`config.mk`:
```
export PLATFORM = sky130hd
export DESIGN_NAME = two_bit_symbol_line_codec
export DESIGN_NICKNAME = d
export VERILOG_FILES = /design/src/rtl/core/tbslc_pkg.sv /design/src/rtl/core/two_bit_symbol_line_codec.sv /design/src/rtl/core/tbslc_encoder.sv /design/src/rtl/core/tbslc_decoder.sv /design/src/rtl/core/tbslc_out_ser.sv
export SDC_FILE = /design/constraint.sdc
export NUM_CORES = 1
export LEC_CHECK = 0
export BUFFER_PORTS_ARGS = -buffer_cell sky130_fd_sc_hd__buf_2
export CAP_MARGIN = 20
export CELL_PAD_IN_SITES_DETAIL_PLACEMENT = 0
export CELL_PAD_IN_SITES_GLOBAL_PLACEMENT = 2
export CORE_UTILIZATION = 39
export CTS_BUF_LIST = sky130_fd_sc_hd__clkbuf_4 sky130_fd_sc_hd__clkbuf_8 sky130_fd_sc_hd__clkbuf_16
export DETAILED_ROUTE_END_ITERATION = 7
export PLACE_DENSITY_LB_ADDON = 0.1
export SLEW_MARGIN = 25
export SYNTH_ARGS = -nofsm -noshare
export SYNTH_HDL_FRONTEND = slang
export SYNTH_SLANG_ARGS = --single-unit
```
`constraint.sdc`:
```
create_clock -name clk -period 2.7 [get_ports clk]
set_input_delay 0.27 -clock clk [delete_from_list [all_inputs] [get_ports clk]]
set_output_delay 0.27 -clock clk [all_outputs]
set_load 0.01 [all_outputs]
```
`src/rtl/core/tbslc_pkg.sv`:
```
// tbslc_pkg: shared types and constants of the two-bit symbol line codec
// holds payload structs, config struct, register index codes and reset values
// no dependencies
package tbslc_pkg;

  localparam int unsigned SymW       = 8;
  localparam int unsigned MapW       = 32;
  localparam int unsigned AlignW     = 2;
  localparam int unsigned MaxResults = 4;
  localparam int unsigned CntW       = 3;

  localparam logic [MapW-1:0]   SYMBOL_MAP_RESET = 32'hDBFBDFFF;
  localparam logic              FIRST_HIGH_RESET = 1'b1;
  localparam logic [AlignW-1:0] ALIGN_RESET      = 2'd0;

  typedef enum logic {
    ACT_DECODE = 1'b0,
    ACT_ENCODE = 1'b1
  } action_t;

  typedef enum logic [1:0] {
    REG_SYMBOL_MAP = 2'd0,
    REG_FIRST_HIGH = 2'd1,
    REG_ALIGN      = 2'd2
  } reg_index_t;

  typedef struct packed {
    action_t         action;
    logic [SymW-1:0] data;
    logic            last;
  } in_t;

  typedef struct packed {
    logic [SymW-1:0] out_byte;
    logic            run_last;
  } out_t;

  typedef struct packed {
    logic [MapW-1:0]   symbol_map;
    logic              first_high;
    logic [AlignW-1:0] align;
  } cfg_t;

  // results produced by one item, slot 0 goes out first
  typedef struct packed {
    logic [CntW-1:0]           count;
    out_t [MaxResults-1:0]     items;
  } res_set_t;

  typedef struct packed {
    logic            can_load;
    logic [CntW-1:0] count;
  } ser_stat_t;

endpackage

```
`src/rtl/core/two_bit_symbol_line_codec.sv`:
```
// two_bit_symbol_line_codec: top level of the two-bit-per-symbol line codec
// depends on tbslc_pkg, tbslc_decoder, tbslc_encoder, tbslc_out_ser
//
// Line codec in which each line symbol byte carries one bit pair. A decode item
// (action 0) brings one symbol; after skipping align symbols at the start of a
// buffer, every four known symbols give one data byte, and an unknown symbol
// stops decoding until the item marked last. An encode item (action 1) brings a
// data byte and yields four symbols, run_last on the fourth. An item enters an
// input register, is worked in one pass through short logic and moves into a
// result register, so input and output are parted by two registers and the
// input register can take one more item while results wait. A decode item
// gives at most one result; an encode item holds the single result channel for
// four output transactions, so a stream of encodes is paced by that channel.
// Configuration is written through cfg_we / cfg_index / cfg_data; the user must
// write it only while idle, the block itself does not enforce this.
module two_bit_symbol_line_codec (
  input  logic                       clk,
  input  logic                       rst,
  // input channel
  input  logic                       in_valid,
  output logic                       in_ready,
  input  tbslc_pkg::in_t             in_item,
  // result channel
  output logic                       out_valid,
  input  logic                       out_ready,
  output tbslc_pkg::out_t            out_item,
  // configuration write port
  input  logic                       cfg_we,
  input  logic [1:0]                 cfg_index,
  input  logic [tbslc_pkg::MapW-1:0] cfg_data
);

  // configuration registers
  tbslc_pkg::cfg_t cfg;

  always_ff @(posedge clk) begin
    if (rst) begin
      cfg.symbol_map <= tbslc_pkg::SYMBOL_MAP_RESET;
      cfg.first_high <= tbslc_pkg::FIRST_HIGH_RESET;
      cfg.align      <= tbslc_pkg::ALIGN_RESET;
    end else if (cfg_we) begin
      unique case (cfg_index)
        tbslc_pkg::REG_SYMBOL_MAP: cfg.symbol_map <= cfg_data;
        tbslc_pkg::REG_FIRST_HIGH: cfg.first_high <= cfg_data[0];
        tbslc_pkg::REG_ALIGN:      cfg.align      <= cfg_data[tbslc_pkg::AlignW-1:0];
        default: ;  // unmapped index, write dropped
      endcase
    end
  end

  // input register
  logic                 in_full;
  tbslc_pkg::in_t       in_hold;
  logic                 advance;
  tbslc_pkg::ser_stat_t ser_stat;

  assign advance  = in_full && ser_stat.can_load;
  assign in_ready = !in_full || advance;

  always_ff @(posedge clk) begin
    if (rst) begin
      in_full <= 1'b0;
    end else if (in_ready) begin
      in_full <= in_valid;
    end
  end

  always_ff @(posedge clk) begin
    if (in_valid && in_ready) begin
      in_hold <= in_item;
    end
  end

  // one pass of work on the held item
  logic                                        dec_step;
  logic                                        dec_valid;
  logic [tbslc_pkg::SymW-1:0]                  dec_byte;
  tbslc_pkg::out_t [tbslc_pkg::MaxResults-1:0] enc_syms;
  tbslc_pkg::res_set_t                         res_set;
  logic                                        is_encode;

  assign is_encode = (in_hold.action == tbslc_pkg::ACT_ENCODE);
  assign dec_step  = advance && !is_encode;

  tbslc_decoder u_decoder (
    .clk       (clk),
    .rst       (rst),
    .cfg       (cfg),
    .step      (dec_step),
    .sym       (in_hold.data),
    .last      (in_hold.last),
    .res_valid (dec_valid),
    .res_byte  (dec_byte)
  );

  tbslc_encoder u_encoder (
    .cfg  (cfg),
    .data (in_hold.data),
    .syms (enc_syms)
  );

  // encode fills all four slots; decode leaves zero or one byte in slot 0
  always_comb begin
    if (is_encode) begin
      res_set.count = tbslc_pkg::CntW'(tbslc_pkg::MaxResults);
      res_set.items = enc_syms;
    end else begin
      res_set.count             = tbslc_pkg::CntW'(dec_valid);
      res_set.items             = enc_syms;
      res_set.items[0].out_byte = dec_byte;
      res_set.items[0].run_last = 1'b1;
    end
  end

  tbslc_out_ser u_out_ser (
    .clk       (clk),
    .rst       (rst),
    .load      (advance),
    .set       (res_set),
    .out_ready (out_ready),
    .out_valid (out_valid),
    .out_item  (out_item),
    .stat      (ser_stat)
  );

`ifndef SYNTHESIS
  // a held item that cannot move on stays held
  a_hold_kept: assert property (@(posedge clk) disable iff (rst)
    (in_full && !advance) |=> in_full)
    else $error("held item lost while result register busy");

  // an encode item always leaves four results waiting
  a_encode_four: assert property (@(posedge clk) disable iff (rst)
    (advance && is_encode) |=> (ser_stat.count == tbslc_pkg::CntW'(tbslc_pkg::MaxResults)))
    else $error("encode transaction did not load four symbols");

  // result count never exceeds four
  a_count_range: assert property (@(posedge clk) disable iff (rst)
    ser_stat.count <= tbslc_pkg::CntW'(tbslc_pkg::MaxResults))
    else $error("result count out of range");

  // nothing is offered right after reset
  a_reset_quiet: assert property (@(posedge clk)
    rst |=> (!out_valid && !in_full))
    else $error("pipeline not empty after reset");
`endif

endmodule

```
`src/rtl/core/tbslc_encoder.sv`:
```
// tbslc_encoder: maps one data byte onto its four line symbols
// depends on tbslc_pkg
module tbslc_encoder (
  input  tbslc_pkg::cfg_t                             cfg,
  input  logic [tbslc_pkg::SymW-1:0]                  data,
  output tbslc_pkg::out_t [tbslc_pkg::MaxResults-1:0] syms
);

  // pair of symbol k sits at bits 2k+1:2k
  logic [tbslc_pkg::SymW-1:0] ordered;
  logic [1:0]                 pair;

  assign ordered = cfg.first_high ? {data[1:0], data[3:2], data[5:4], data[7:6]} : data;

  always_comb begin
    pair = 2'd0;
    for (int k = 0; k < tbslc_pkg::MaxResults; k++) begin
      pair                = ordered[2*k +: 2];
      syms[k].out_byte    = cfg.symbol_map[{pair, 3'b000} +: tbslc_pkg::SymW];
      syms[k].run_last    = (k == tbslc_pkg::MaxResults - 1);
    end
  end

endmodule

```
`src/rtl/core/tbslc_decoder.sv`:
```
// tbslc_decoder: buffer alignment, symbol lookup and group packing state
// depends on tbslc_pkg
module tbslc_decoder (
  input  logic                       clk,
  input  logic                       rst,
  input  tbslc_pkg::cfg_t            cfg,
  input  logic                       step,
  input  logic [tbslc_pkg::SymW-1:0] sym,
  input  logic                       last,
  output logic                       res_valid,
  output logic [tbslc_pkg::SymW-1:0] res_byte
);

  logic [1:0] skip_left, skip_left_next;
  logic [1:0] group_count, group_count_next;
  logic [5:0] partial_bits, partial_bits_next;
  logic       halted, halted_next;
  logic       buffer_start, buffer_start_next;

  logic [1:0] skip_eff;
  logic       hit;
  logic [1:0] q;

  // lowest matching pair wins
  always_comb begin
    hit = 1'b1;
    q   = 2'd0;
    priority if (cfg.symbol_map[7:0] == sym)   q = 2'd0;
    else if (cfg.symbol_map[15:8] == sym)      q = 2'd1;
    else if (cfg.symbol_map[23:16] == sym)     q = 2'd2;
    else if (cfg.symbol_map[31:24] == sym)     q = 2'd3;
    else                                       hit = 1'b0;
  end

  assign skip_eff = buffer_start ? cfg.align : skip_left;

  always_comb begin
    skip_left_next    = skip_eff;
    group_count_next  = group_count;
    partial_bits_next = partial_bits;
    halted_next       = halted;
    buffer_start_next = 1'b0;
    res_valid         = 1'b0;
    res_byte          = cfg.first_high ? {partial_bits, q}
                                       : {q, partial_bits[1:0], partial_bits[3:2],
                                          partial_bits[5:4]};
    if (!halted) begin
      if (skip_eff != 2'd0) begin
        skip_left_next = skip_eff - 2'd1;
      end else if (!hit) begin
        halted_next       = 1'b1;
        group_count_next  = 2'd0;
        partial_bits_next = 6'd0;
      end else if (group_count != 2'd3) begin
        partial_bits_next = {partial_bits[3:0], q};
        group_count_next  = group_count + 2'd1;
      end else begin
        res_valid         = 1'b1;
        group_count_next  = 2'd0;
        partial_bits_next = 6'd0;
      end
    end
    if (last) begin
      group_count_next  = 2'd0;
      partial_bits_next = 6'd0;
      halted_next       = 1'b0;
      skip_left_next    = 2'd0;
      buffer_start_next = 1'b1;
    end
  end

  always_ff @(posedge clk) begin
    if (rst) begin
      skip_left    <= 2'd0;
      group_count  <= 2'd0;
      partial_bits <= 6'd0;
      halted       <= 1'b0;
      buffer_start <= 1'b1;
    end else if (step) begin
      skip_left    <= skip_left_next;
      group_count  <= group_count_next;
      partial_bits <= partial_bits_next;
      halted       <= halted_next;
      buffer_start <= buffer_start_next;
    end
  end

endmodule

```
`src/rtl/core/tbslc_out_ser.sv`:
```
// tbslc_out_ser: result register that hands out up to four results, one per transaction
// depends on tbslc_pkg
module tbslc_out_ser (
  input  logic                  clk,
  input  logic                  rst,
  input  logic                  load,
  input  tbslc_pkg::res_set_t   set,
  input  logic                  out_ready,
  output logic                  out_valid,
  output tbslc_pkg::out_t       out_item,
  output tbslc_pkg::ser_stat_t  stat
);

  tbslc_pkg::out_t [tbslc_pkg::MaxResults-1:0] slot;
  logic [tbslc_pkg::CntW-1:0]                  cnt;
  logic                                        pop;

  assign out_valid     = (cnt != '0);
  assign out_item      = slot[0];
  assign pop           = out_valid && out_ready;
  assign stat.count    = cnt;
  assign stat.can_load = (cnt == '0) || ((cnt == tbslc_pkg::CntW'(1)) && out_ready);

  always_ff @(posedge clk) begin
    if (rst) begin
      cnt <= '0;
    end else if (load) begin
      cnt <= set.count;
    end else if (pop) begin
      cnt <= cnt - tbslc_pkg::CntW'(1);
    end
  end

  always_ff @(posedge clk) begin
    if (load) begin
      slot <= set.items;
    end else if (pop) begin
      for (int i = 0; i < tbslc_pkg::MaxResults - 1; i++) begin
        slot[i] <= slot[i+1];
      end
    end
  end

endmodule

```
After elaboration in Yosys (flattened, before gate mapping)
Cells that the tools add are included.
{ "classes": {"n_addsub": 3, "n_eq_ne": 10, "shift": 4, "n_mux": 38, "reduce_logical": 18} }
{ "ops": {"columns": ["operator", "n"], "rows": [
  ["$shiftx A32 B6 Y8", 4],
  ["$mux W27", 2],
  ["$mux W39", 1],
  ["$eq A8 B8 Y1", 4],
  ["$mux W6", 5],
  ["$mux W2", 13],
  ["$mux W8", 2],
  ["$mux W1", 13],
  ["$mux W3", 2],
  ["$ne A2 B2 Y1 const B", 3],
  ["$reduce_and A2 Y1", 3],
  ["$logic_and A1 B1 Y1", 5],
  ["$reduce_bool A2 Y1", 2],
  ["$eq A3 B1 Y1 const B", 1],
  ["$logic_not A3 Y1", 1],
  ["$reduce_and A3 Y1", 1],
  ["$reduce_bool A3 Y1", 1],
  ["$sub A3 B1 Y3 const B", 1],
  ["$add A2 B1 Y2 const B", 1],
  ["$eq A2 B1 Y1 const B", 1],
  ["$eq A2 B2 Y1 const B", 1],
  ["$logic_not A1 Y1", 2],
  ["$logic_not A2 Y1", 1],
  ["$logic_or A1 B1 Y1", 2],
  ["$sub A2 B1 Y2 const B", 1]
]} }
{ "word_totals": {"regBits": 97, "input_bits": 49, "output_inout_bits": 11, "wordCells": 94} }

Depth between registers and ports, before layout
{ "logic_depth": {"ltp_word": 10, "ltp_mapped": 10, "mapped_depth_nobuf": 9} }

Cells and area by module
Synthesis repeated with hierarchy kept, for this count alone.
{ "hier_totals": {"cells_unflattened": 451, "area_unflattened_um2": 5719.2} }
{ "by_module_without_submodules": {"columns": ["module", "instances", "cells_each", "area_per_inst_um2", "seq_area_each_um2"], "rows": [
  ["two_bit_symbol_line_codec", 1, 183, 1940.6, 1021.0],
  ["tbslc_out_ser", 1, 102, 1702.9, 1141.1],
  ["tbslc_decoder", 1, 119, 1052.3, 240.2],
  ["tbslc_encoder", 1, 47, 1023.5, 0.0]
]} }

Worst setup path before layout
OpenSTA, ideal clock, no wires.
{ "synth_timing": {"path_type": "register -> register", "startpoint": "register in_hold[8] (netlist bit)", "endpoint": "register u_out_ser.slot, in the netlist u_out_ser.out_item[1] (data pin)", "setup_ps": 256, "t_arrival_ps": 1734, "required_ps": 2444, "path_slack_ps": 710, "stages_incl_launch_ff": 8, "path_buffers": 2, "period_less_slack_ps": 1990, "path_cell_list": "edfxtp_1 -> buf_4 -> mux2i_1 -> buf_6 -> mux4_2 -> a22oi_1 -> a21oi_1 -> a41o_1"} }
{ "synth_via": {"elab_chain_len": 8, "word_cells_on_any_way": 13, "classes_between": "eq/ne: 4; shift: 1; mux: 8"} }
{ "synth_rtl": {"columns": ["item", "line", "source"], "rows": [
  ["start, declared", "two_bit_symbol_line_codec.sv:53", "tbslc_pkg::in_t in_hold;"],
  ["start signal, assigned", "two_bit_symbol_line_codec.sv:70", "in_hold <= in_item;"],
  ["$eq A8 B8 Y1", "tbslc_decoder.sv:31", "else if (cfg.symbol_map[31:24] == sym) q = 2'd3;"],
  ["$mux W2", "tbslc_decoder.sv:31", null],
  ["$mux W2", "tbslc_decoder.sv:30", "else if (cfg.symbol_map[23:16] == sym) q = 2'd2;"],
  ["$mux W2", "tbslc_decoder.sv:29", "else if (cfg.symbol_map[15:8] == sym) q = 2'd1;"],
  ["$mux W2", "tbslc_decoder.sv:28", "priority if (cfg.symbol_map[7:0] == sym) q = 2'd0;"],
  ["$mux W8", "tbslc_decoder.sv:44", "res_byte = cfg.first_high ? {partial_bits, q}"],
  ["$mux W39 *", "two_bit_symbol_line_codec.sv:104", "if (is_encode) begin"],
  ["$mux W27 *", "tbslc_out_ser.sv:35", "if (load) begin"],
  ["end signal, assigned", "tbslc_out_ser.sv:36", "slot <= set.items;"],
  ["end signal, assigned by index", "tbslc_out_ser.sv:39", "slot[i] <= slot[i+1];"],
  ["end, declared", "tbslc_out_ser.sv:14", "tbslc_pkg::out_t [tbslc_pkg::MaxResults-1:0] slot;"]
]} }
Every way passes the cells marked *; elsewhere a longest branch is shown, timed or not.
A chain may end at the register's enable or synchronous reset.

Worst setup path after layout
{ "layout_timing": {"startpoint": "register in_hold[8] (netlist bit)", "endpoint": "register u_out_ser.slot, in the netlist u_out_ser.out_item[7] (data pin)"} }
Same word-level chain as after synthesis.

==> metrics.cfg <==
[status]
status=complete, no violations

[place]
detailed_place_hpwl_um=9360
gp_congestion=0.810
place_area_um2=5690
port_buffers=59
dpl_worst_slack_ns=0.530
placedCellCount=684

[hold_path]
hold_path_class=in2reg
hold_depth=1

[route]
num_vias=3682
post_drt_wl_per_cell_um=18.3
antenna_left=0
dr.pass1.iters=4
drt_iter0_drc=189
wirelength_um=12800
vias_per_cell=5.26
drc=0

[clocking]
cts_hold_buf=0
clkTransAtPathRegs_ns=0.07
cts.path.max_buffers=2
cts_setup_buffers=0
clkSinkCount=96
root_buffer=clkbuf_16
cts_made_buffers=9
htreeDepth=3
cts_resized=0
clock_latency_ns=0.35
cts_tree=built

[timing]
layout_min_cycle_time_ns=2.19
timing.hold.ws_ns=0.0911
slew_headroom_pct=40.9
finalHoldViolCount=0
fin_crit_sh_pct=80.9
rsz0062_at_grt=no
setup_viol=0
max_freq_mhz=458
slew_violations=0
worst-slew-pin-transition_ns=0.886
fin_tns_setup_ns=0
skew_ns=0.00500
setup_slack_ns=0.514

[global_route]
overflow=0
grt_use_met3_pct=3.57
grt_pass1_wl_um=20300
grt_max_degree=61
antenna_found_initial=0
grt_util_all_layers_pct=19.5
first_global_vias=3604
met1_usage_pct=27.2
busiest_layer=met2
grt_use_met2_pct=29.6

[setup_path]
crit_fanout=10
ff2ff_path_depth=6
cp-start-kind=register
endpoint_kind=register
ff2ff_setup_slack_ns=0.51
critical_path.cell_chain=mux2i_1 -> buf_4 -> mux4_2 -> a22oi_1 -> a21oi_1 -> a41o_1
required_ns=2.81
crit_type=reg2reg
worst-endpoint-arrival_ns=2.29
critPathSlowestCell=edfxtp_1
cp_slowest_stage_delay_ns=0.52

[yosys]
ys_seq_area_share_pct=45.0
synth_fp_nets=528
synth_edf_count=45
synth.distinct_cells=51
synth_flop_cell=dfxtp_1
syn_area_per_cell_um2=11.1
yosysWarnings=0
syn_inst=475
mappedNetlistArea_um2=5280
synth-async-reset-ratio_pct=0
ys_ff_latch=96

[floorplanning]
die_w_um=118
die-area_um2=14000
die_h_um=118
ioPinCount=60
core_um2=13200
floorplan.initialDensity_pct=39.8
rows=42

[cells_and_area]
diodes=0
utilization_pct=45.4
area_growth_pct=13.9
final_cells=700
final_area_um2=6010
drive_gt1_share_pct=23.1
nNetsFinal=572

[run]
drv_cap=0

[pwr]
powerDensity_nw_per_um2=805
vdd_drop_max_mv=0.333
p_leak_nw=2.32
totalPowerFinal_mw=4.84

==> sequential cells by signal, summed over array words and instances, names as in the netlist <==
| signal | cells |
|---|---|
| u_decoder.buffer_start | 1 |
| u_out_ser.slot | 26 |
| in_full | 1 |
| in_hold | 9 |
| u_decoder.skip_left | 2 |
| cfg | 35 |
| u_decoder.halted | 1 |
| u_decoder.partial_bits | 6 |
| is_encode | 1 |
| u_decoder.group_count | 2 |
| u_out_ser.out_item | 9 |
| u_out_ser.cnt | 3 |
==> per-layer routing <==
| metal | routed length [µm] | share of wire (%) | vias to the layer above |
|---|---|---|---|
| li1 | - | - | 1821 |
| met1 | 6380 | 50 | 1762 |
| met2 | 5620 | 44 | 83 |
| met3 | 578 | 4.5 | 16 |
| met4 | 253 | 2.0 | 0 |
| met5 | 0 | 0 | - |
==> Yosys cell counts (3+ instances only) <==
library cell	n	share of area, %
nand4_1	4	0.47
nand2_1	65	4.6
buf_4	11	1.6
a32o_1	5	0.95
ha_1	4	0.95
a211o_1	29	4.8
mux2i_1	32	6.1
edfxtp_1	45	26
inv_1	9	0.64
mux2i_2	3	0.78
xnor2_1	17	2.8
mux4_2	22	9.4
o21ai_0	9	0.85
nor4_1	5	0.59
or3_1	3	0.36
a21oi_1	13	1.2
xor2_1	16	2.7
o31ai_1	3	0.43
nor2_1	30	2.1
dfxtp_1	51	19
mux4_1	4	2.0
nand2b_1	3	0.36
nor2b_1	29	3.4
buf_2	11	1.0
clkbuf_1	16	1.1
==> worst max-delay path: cells and delay by family, from the launching register on <==
kind	cells	cell delay, ns
AO/OA/AOI/OAI	3	0.48
multiplexers	2	0.70
flip-flops	1	0.52
buffers and inverters	1	0.24
==> cell families (layout without fill, tap and decap cells) <==
group | Yosys count | in the layout | synth area share (%)
multiplexers | 62 | 62 | 18.4
XOR/XNOR | 33 | 33 | 5.48
flip-flops | 96 | 96 | 45.0
AO/OA/AOI/OAI | 78 | 78 | 11.2
adder cells (fa/ha/maj) | 4 | 4 | 0.949
AND/OR/NAND/NOR | 151 | 151 | 14.0
buffers and inverters | 51 | 100 | 4.96
==> power breakdown <==
| part | total (mW) | switching, mW | internal (mW) | leakage (nW) |
|---|---|---|---|---|
| logic | 1.33 | 0.766 | 0.564 | 1.32 |
| clock network | 1.35 | 0.539 | 0.807 | 0.163 |
| registers | 2.16 | 0.199 | 1.96 | 0.835 |
| total | 4.84 | 1.50 | 3.33 | 2.32 |
==> path summary, 6_finish.rpt <==
check | from | endpoint
worst min-delay path | in_item[0] | in_hold[0]
worst max register to register | in_hold[8] | u_out_ser.out_item[7]
worst min register to register | u_decoder.skip_left[1] | u_decoder.skip_left[1]
worst max-delay path | in_hold[8] | u_out_ser.out_item[7]
==> final cells by class <==
type,count,area [µm²]
Clock inverter,1,5.00
Clock buffer,15,318
Inverter,9,33.8
Multi-Input combinational cell,328,2650
Sequential cell,96,2370
Timing Repair Buffer,75,415
Tap cell,176,220
Fill cell,1310,7230
==> cell usage in the layout, fill, tap and decap left out, drive strengths merged, types with 16 or more instances in the layout <==
master	n
buf	75
nand2	65
dfxtp	51
edfxtp	45
mux2i	35
nor2	30
nor2b	29
a211o	29
mux4	26
xnor2	17
xor2	16
Power figures use the tool's default switching activity.
